===== src/rtl/elbs_pkg.sv =====
// shared types and constants for the exponential lower bound search unit
// no dependencies

package elbs_pkg;

    localparam int STORE_DEPTH = 16384;
    localparam int VAL_W       = 32;
    localparam int CMD_W       = 2;
    localparam int POS_W       = 15;

    typedef enum logic [CMD_W-1:0] {
        CMD_CLEAR  = 2'd0,
        CMD_APPEND = 2'd1,
        CMD_QUERY  = 2'd2
    } cmd_code_t;

    typedef enum logic [2:0] {
        ST_IDLE,
        ST_EXP_CHK,
        ST_EXP_CMP,
        ST_BIN_CHK,
        ST_BIN_CMP,
        ST_FIN_CMP,
        ST_DONE
    } state_t;

    typedef struct packed {
        logic clear;
        logic append;
        logic start;
        logic exp_read;
        logic bound_double;
        logic load_range;
        logic bin_read;
        logic bin_update;
        logic fin_read;
        logic set_miss;
        logic set_final;
        logic out_load;
    } ctrl_cmd_t;

    typedef struct packed {
        logic bound_lt_count;
        logic data_lt_key;
        logic lo_lt_hi;
        logic lo_lt_count;
        logic out_busy;
    } ctrl_sts_t;

endpackage


===== src/rtl/elbs_controller.sv =====
// search sequencer: command decode, exponential and binary phases
// depends on elbs_pkg

module elbs_controller (
    input  logic                          aclk,
    input  logic                          aresetn,
    input  logic                          s_valid,
    output logic                          s_ready,
    input  logic [elbs_pkg::CMD_W-1:0]    s_command,
    input  elbs_pkg::ctrl_sts_t           sts,
    output elbs_pkg::ctrl_cmd_t           cmd
);

    elbs_pkg::state_t state_reg, state_next;

    always_ff @(posedge aclk) begin
        if (!aresetn) begin
            state_reg <= elbs_pkg::ST_IDLE;
        end else begin
            state_reg <= state_next;
        end
    end

    always_comb begin
        state_next = state_reg;
        cmd        = '0;
        s_ready    = 1'b0;
        case (state_reg)
            elbs_pkg::ST_IDLE: begin
                s_ready = 1'b1;
                if (s_valid) begin
                    case (elbs_pkg::cmd_code_t'(s_command))
                        elbs_pkg::CMD_CLEAR: begin
                            cmd.clear = 1'b1;
                        end
                        elbs_pkg::CMD_APPEND: begin
                            cmd.append = 1'b1;
                        end
                        elbs_pkg::CMD_QUERY: begin
                            cmd.start  = 1'b1;
                            state_next = elbs_pkg::ST_EXP_CHK;
                        end
                        default: begin
                        end
                    endcase
                end
            end
            elbs_pkg::ST_EXP_CHK: begin
                if (sts.bound_lt_count) begin
                    cmd.exp_read = 1'b1;
                    state_next   = elbs_pkg::ST_EXP_CMP;
                end else begin
                    cmd.load_range = 1'b1;
                    state_next     = elbs_pkg::ST_BIN_CHK;
                end
            end
            elbs_pkg::ST_EXP_CMP: begin
                if (sts.data_lt_key) begin
                    cmd.bound_double = 1'b1;
                    state_next       = elbs_pkg::ST_EXP_CHK;
                end else begin
                    cmd.load_range = 1'b1;
                    state_next     = elbs_pkg::ST_BIN_CHK;
                end
            end
            elbs_pkg::ST_BIN_CHK: begin
                if (sts.lo_lt_hi) begin
                    cmd.bin_read = 1'b1;
                    state_next   = elbs_pkg::ST_BIN_CMP;
                end else if (sts.lo_lt_count) begin
                    cmd.fin_read = 1'b1;
                    state_next   = elbs_pkg::ST_FIN_CMP;
                end else begin
                    cmd.set_miss = 1'b1;
                    state_next   = elbs_pkg::ST_DONE;
                end
            end
            elbs_pkg::ST_BIN_CMP: begin
                cmd.bin_update = 1'b1;
                state_next     = elbs_pkg::ST_BIN_CHK;
            end
            elbs_pkg::ST_FIN_CMP: begin
                cmd.set_final = 1'b1;
                state_next    = elbs_pkg::ST_DONE;
            end
            elbs_pkg::ST_DONE: begin
                if (!sts.out_busy) begin
                    cmd.out_load = 1'b1;
                    state_next   = elbs_pkg::ST_IDLE;
                end
            end
            default: begin
                state_next = elbs_pkg::ST_IDLE;
            end
        endcase
    end

endmodule


===== config.mk =====
export PLATFORM = sky130hd
export DESIGN_NAME = elbs_controller
export DESIGN_NICKNAME = d
export VERILOG_FILES = /design/src/rtl/elbs_pkg.sv /design/src/rtl/elbs_controller.sv
export SDC_FILE = /design/constraint.sdc
export NUM_CORES = 1
export LEC_CHECK = 0
export ABC_AREA = 1
export BUFFER_PORTS_ARGS = -buffer_cell sky130_fd_sc_hd__clkbuf_2
export CAP_MARGIN = 20
export CORE_AREA = 3 3 40 42
export DETAILED_ROUTE_END_ITERATION = 16
export DIE_AREA = 0 0 43 45
export GPL_TIMING_DRIVEN = 0
export MAX_ROUTING_LAYER = met4
export SETUP_SLACK_MARGIN = 0.15
export SLEW_MARGIN = 40
export SYNTH_ARGS = -nofsm -noshare
export SYNTH_HDL_FRONTEND = slang
export SYNTH_SLANG_ARGS = --single-unit
export TNS_END_PERCENT = 100

===== constraint.sdc =====
create_clock -name aclk -period 0.9 [get_ports aclk]
set_input_delay 0.18 -clock aclk [delete_from_list [all_inputs] [get_ports aclk]]
set_output_delay 0.18 -clock aclk [all_outputs]
set_load 0.01 [all_outputs]

==> reports/summary.json <==
{
  "critical_path": {
    "critical_path_top_delay_cell": "sky130_fd_sc_hd__dfxtp_2",
    "worstPathArrival_ns": 1.19,
    "reg2reg_slack_ns": -0.30,
    "worst-path-max-fanout": 4,
    "timing.setup.critical_path_class": "reg -> out",
    "reg2reg_depth": 9,
    "worst_setup_path_start_kind": "register",
    "path_delay_family": "buffers and inverters",
    "r2r-end": "state_reg[0]$_SDFFE_PN0P_",
    "worst-path-buf-inv": 4,
    "rr_startpoint": "state_reg[2]$_SDFFE_PN0P_",
    "path_cells": "buf_4 > inv_2 > nor2_1 > inv_1 > nor2_2 > buf_2",
    "cpPeakStageDelay_ns": 0.33,
    "endpoint_class_of_the_critical_path": "output pin",
    "critPathRequiredTime_ns": 0.72
  },
  "power": {
    "power_density_nw_per_um2": 1142,
    "peakVddDrop_mv": 0.6701,
    "fin_total_pwr_uw": 797.1,
    "static-leakage-power_uw": 0.0003832
  },
  "run_status": {
    "failed_checks": "negative setup slack",
    "status": "complete, but fails checks"
  },
  "clock_network": {
    "cts_tree": "built",
    "cts_sinks": 3,
    "insertion_delay_ns": 0.23,
    "clock_tree.root_cell": "sky130_fd_sc_hd__clkbuf_4",
    "cts_hold_buffers": 0,
    "cts-root-to-sink-buffers": 2,
    "clock_transition_time_at_the_flip_flop_clock_pins_of_the_worst_setup_and_hold_paths_ns": 0.04,
    "htree_levels": 1,
    "cts_made_buffers": 3
  },
  "job": {
    "cap_violations": 0
  },
  "yosys": {
    "syn_avg_cell_area_um2": 5.093,
    "synth_area_um2": 290.3,
    "synth_sequential_area_ratio_pct": 20.69,
    "yosysMostFrequentCell": "sky130_fd_sc_hd__nor2_1",
    "synth_enable_flop_cells": 0,
    "synth_commonest_cells": "17 x sky130_fd_sc_hd__nor2_1, 13 x sky130_fd_sc_hd__inv_1, 9 x sky130_fd_sc_hd__nand2_1, 5 x sky130_fd_sc_hd__nand3_1",
    "synth.lib_cells_used.distinct": 11,
    "postSynthCellCount": 57,
    "synth-warning-count": 0,
    "fraction_of_synthesized_cell_area_taken_by_the_top_area_cell_type_pct": 21.98,
    "asyncSetResetFlopFracSynth_pct": 0,
    "ys_dominant_reg_cell": "sky130_fd_sc_hd__dfxtp_1",
    "synth_nets": 67,
    "ys_ff_latch": 3,
    "synth_largest_area_cell": "sky130_fd_sc_hd__nor2_1",
    "post_synth_main_area_contributors": "sky130_fd_sc_hd__nor2_1 22%, sky130_fd_sc_hd__dfxtp_1 21%, sky130_fd_sc_hd__inv_1 17%, sky130_fd_sc_hd__nand2_1 12%, sky130_fd_sc_hd__nand3_1 8.6%"
  },
  "worst_hold_path": {
    "hold-path-endpoint": "state_reg[0]$_SDFFE_PN0P_",
    "min_path_type": "in -> reg",
    "holdPathStages": 3,
    "worst_hold_startpoint": "aresetn"
  },
  "global_routing": {
    "global_route.overflow_total": 0,
    "first_global_vias": 407,
    "antenna_violations_before_repair": 0,
    "grt_max_degree": 7,
    "grt_use_total_pct": 11.14,
    "first_pass_grt_wire_length_mm": 1.593
  },
  "drt": {
    "routed_vias": 481,
    "first_pass_iters": 3,
    "wire_per_inst_um": 11.24,
    "final_antenna_net_count": 0,
    "detail_route.wirelength_mm": 1.214,
    "detail_route.drc_violations": 0,
    "via_per_inst": 4.454,
    "drtIter0Drc": 2
  },
  "place": {
    "area_of_placed_instances_um2": 483.0,
    "place_congestion": 0.7123,
    "place_hpwl_um": 739.3,
    "dpl.cell_count": 94,
    "io_buffer_count": 22,
    "pre_cts_slack_ns": -0.2226
  },
  "timing": {
    "report.final.hold_viol_count": 0,
    "timing.final.crit_share_pct": 152.1,
    "final-setup-viol-count": 16,
    "worst_slack_ns": -0.4687,
    "maxClockFrequency_mhz": 730.6,
    "post-route-min-period_ns": 1.369,
    "totalNegativeSetupSlack_ns": -5.761,
    "timing.max_slew.rel_slack_pct": 86.47,
    "clock-skew-final_ns": 0.002252,
    "unrepaired_setup_endpoints_after_global_routing": "true",
    "max_slew.worst_pin.slew_ns": 0.2022,
    "slew_violations": 0
  },
  "final_layout": {
    "largest_register_ff_count": 3,
    "area_growth_syn_to_layout_pct": 140.5,
    "stdcell_count": 108,
    "design_area_um2": 698.2,
    "num_antenna_cells": 0,
    "fraction_of_layout_cells_with_a_size_suffix_above_1_pct": 76.34,
    "final_net_count": 104
  },
  "die": {
    "die_height_um": 45,
    "num_io_pins": 23,
    "coreArea_um2": 1285,
    "initial_standard_cell_utilization_of_the_core_pct": 22.59,
    "fp.dieArea_um2": 1935,
    "placement_rows": 13,
    "floorplan.die.width_um": 43
  }
}
worst reg2reg max path, cell delays in order, from the launching register on:
cell                      delay (ns)
sky130_fd_sc_hd__dfxtp_2        0.32
sky130_fd_sc_hd__buf_6          0.13
sky130_fd_sc_hd__nor2_4         0.11
sky130_fd_sc_hd__nand2_4        0.08
sky130_fd_sc_hd__buf_4          0.13
sky130_fd_sc_hd__buf_4          0.13
sky130_fd_sc_hd__nor2_4         0.07
sky130_fd_sc_hd__nor2_2         0.04
sky130_fd_sc_hd__nand2_1        0.06
sky130_fd_sc_hd__nor2_1         0.04
cells in the final DEF, fill, tap and decap left out:
master,n
sky130_fd_sc_hd__buf_2,9
sky130_fd_sc_hd__buf_4,10
sky130_fd_sc_hd__buf_6,3
sky130_fd_sc_hd__buf_8,1
sky130_fd_sc_hd__clkbuf_1,1
sky130_fd_sc_hd__clkbuf_2,10
sky130_fd_sc_hd__clkbuf_4,3
sky130_fd_sc_hd__dfxtp_2,1
sky130_fd_sc_hd__dfxtp_4,2
sky130_fd_sc_hd__inv_1,7
sky130_fd_sc_hd__inv_2,4
sky130_fd_sc_hd__inv_4,1
sky130_fd_sc_hd__inv_8,1
sky130_fd_sc_hd__nand2_1,3
sky130_fd_sc_hd__nand2_2,4
sky130_fd_sc_hd__nand2_4,2
sky130_fd_sc_hd__nand3_1,2
sky130_fd_sc_hd__nand3_2,2
sky130_fd_sc_hd__nand3_4,1
sky130_fd_sc_hd__nor2_1,8
sky130_fd_sc_hd__nor2_2,6
sky130_fd_sc_hd__nor2_4,4
sky130_fd_sc_hd__nor3_2,2
sky130_fd_sc_hd__nor3_4,1
sky130_fd_sc_hd__nor3b_2,1
sky130_fd_sc_hd__nor4_2,2
sky130_fd_sc_hd__o21ai_0,1
sky130_fd_sc_hd__o21ai_2,1
worst max-delay path by stage:
| stage | start | endpoint | slack, ns | depth (start not counted) |
|---|---|---|---|---|
| 5_1_grt | state_reg[2]$_SDFFE_PN0P_ | cmd[1] | -0.52 | 6 |
| 3_3_place_gp | state_reg[2]$_SDFFE_PN0P_ | cmd[10] | -0.21 | 7 |
| 2_1_floorplan | state_reg[2]$_SDFFE_PN0P_ | cmd[10] | -0.14 | 6 |
| 4_1_cts | state_reg[2]$_SDFFE_PN0P_ | cmd[10] | -0.46 | 7 |
| 3_5_place_dp | state_reg[2]$_SDFFE_PN0P_ | cmd[10] | -0.22 | 7 |
| 6_report | state_reg[2]$_SDFFE_PN0P_ | cmd[1] | -0.47 | 6 |
cells by family after synthesis:
logic type	count (synthesis)	synth area share, %
DFF	3	20.69
AOI/OAI and AO/OA	2	3.448
buffers and inverters	14	19.40
and+or+nand+nor	38	56.46
per-layer routing:
metal	share of wire, %	up-vias	track usage (%)
met4	2.5	0	5.422
li1	-	248	-
met5	0	-	-
met1	38	216	11.54
met2	55	13	20.66
met3	4.3	4	1.594
per-stage QoR:
| step | util [%] | hold slack [ns] |
|---|---|---|
| floorplan | - | 0.3219 |
| global placement | 37.59 | 0.4207 |
| detailed placement | 37.59 | 0.4319 |
| CTS | 43.72 | 0.1873 |
| global route | 54.33 | 0.2179 |
| finish | 54.33 | 0.1911 |
final cells by class:
type                       count  area, um^2
buffer                         1       11.26
fill                         130       586.8
multi-input combinational     40       306.5
timing repair buffer          32       207.7
tap                           15       18.77
sequential                     3       68.82
clock buffer                   4       26.28
inverter                      13       58.81
timing repair:
action                     4_1_cts  5_1_grt
setup buffers                    3        6
pin swaps                        4        8
cloned                           1        0
resized for setup                6       36
setup endpoints to repair       16       16
where the power goes:
part | internal [uW] | switching [uW]
Combinational | 187 | 187
Clock | 166 | 66.0
Sequential | 149 | 42.1
Total | 502 | 295
Power figures use the tool's default switching activity.
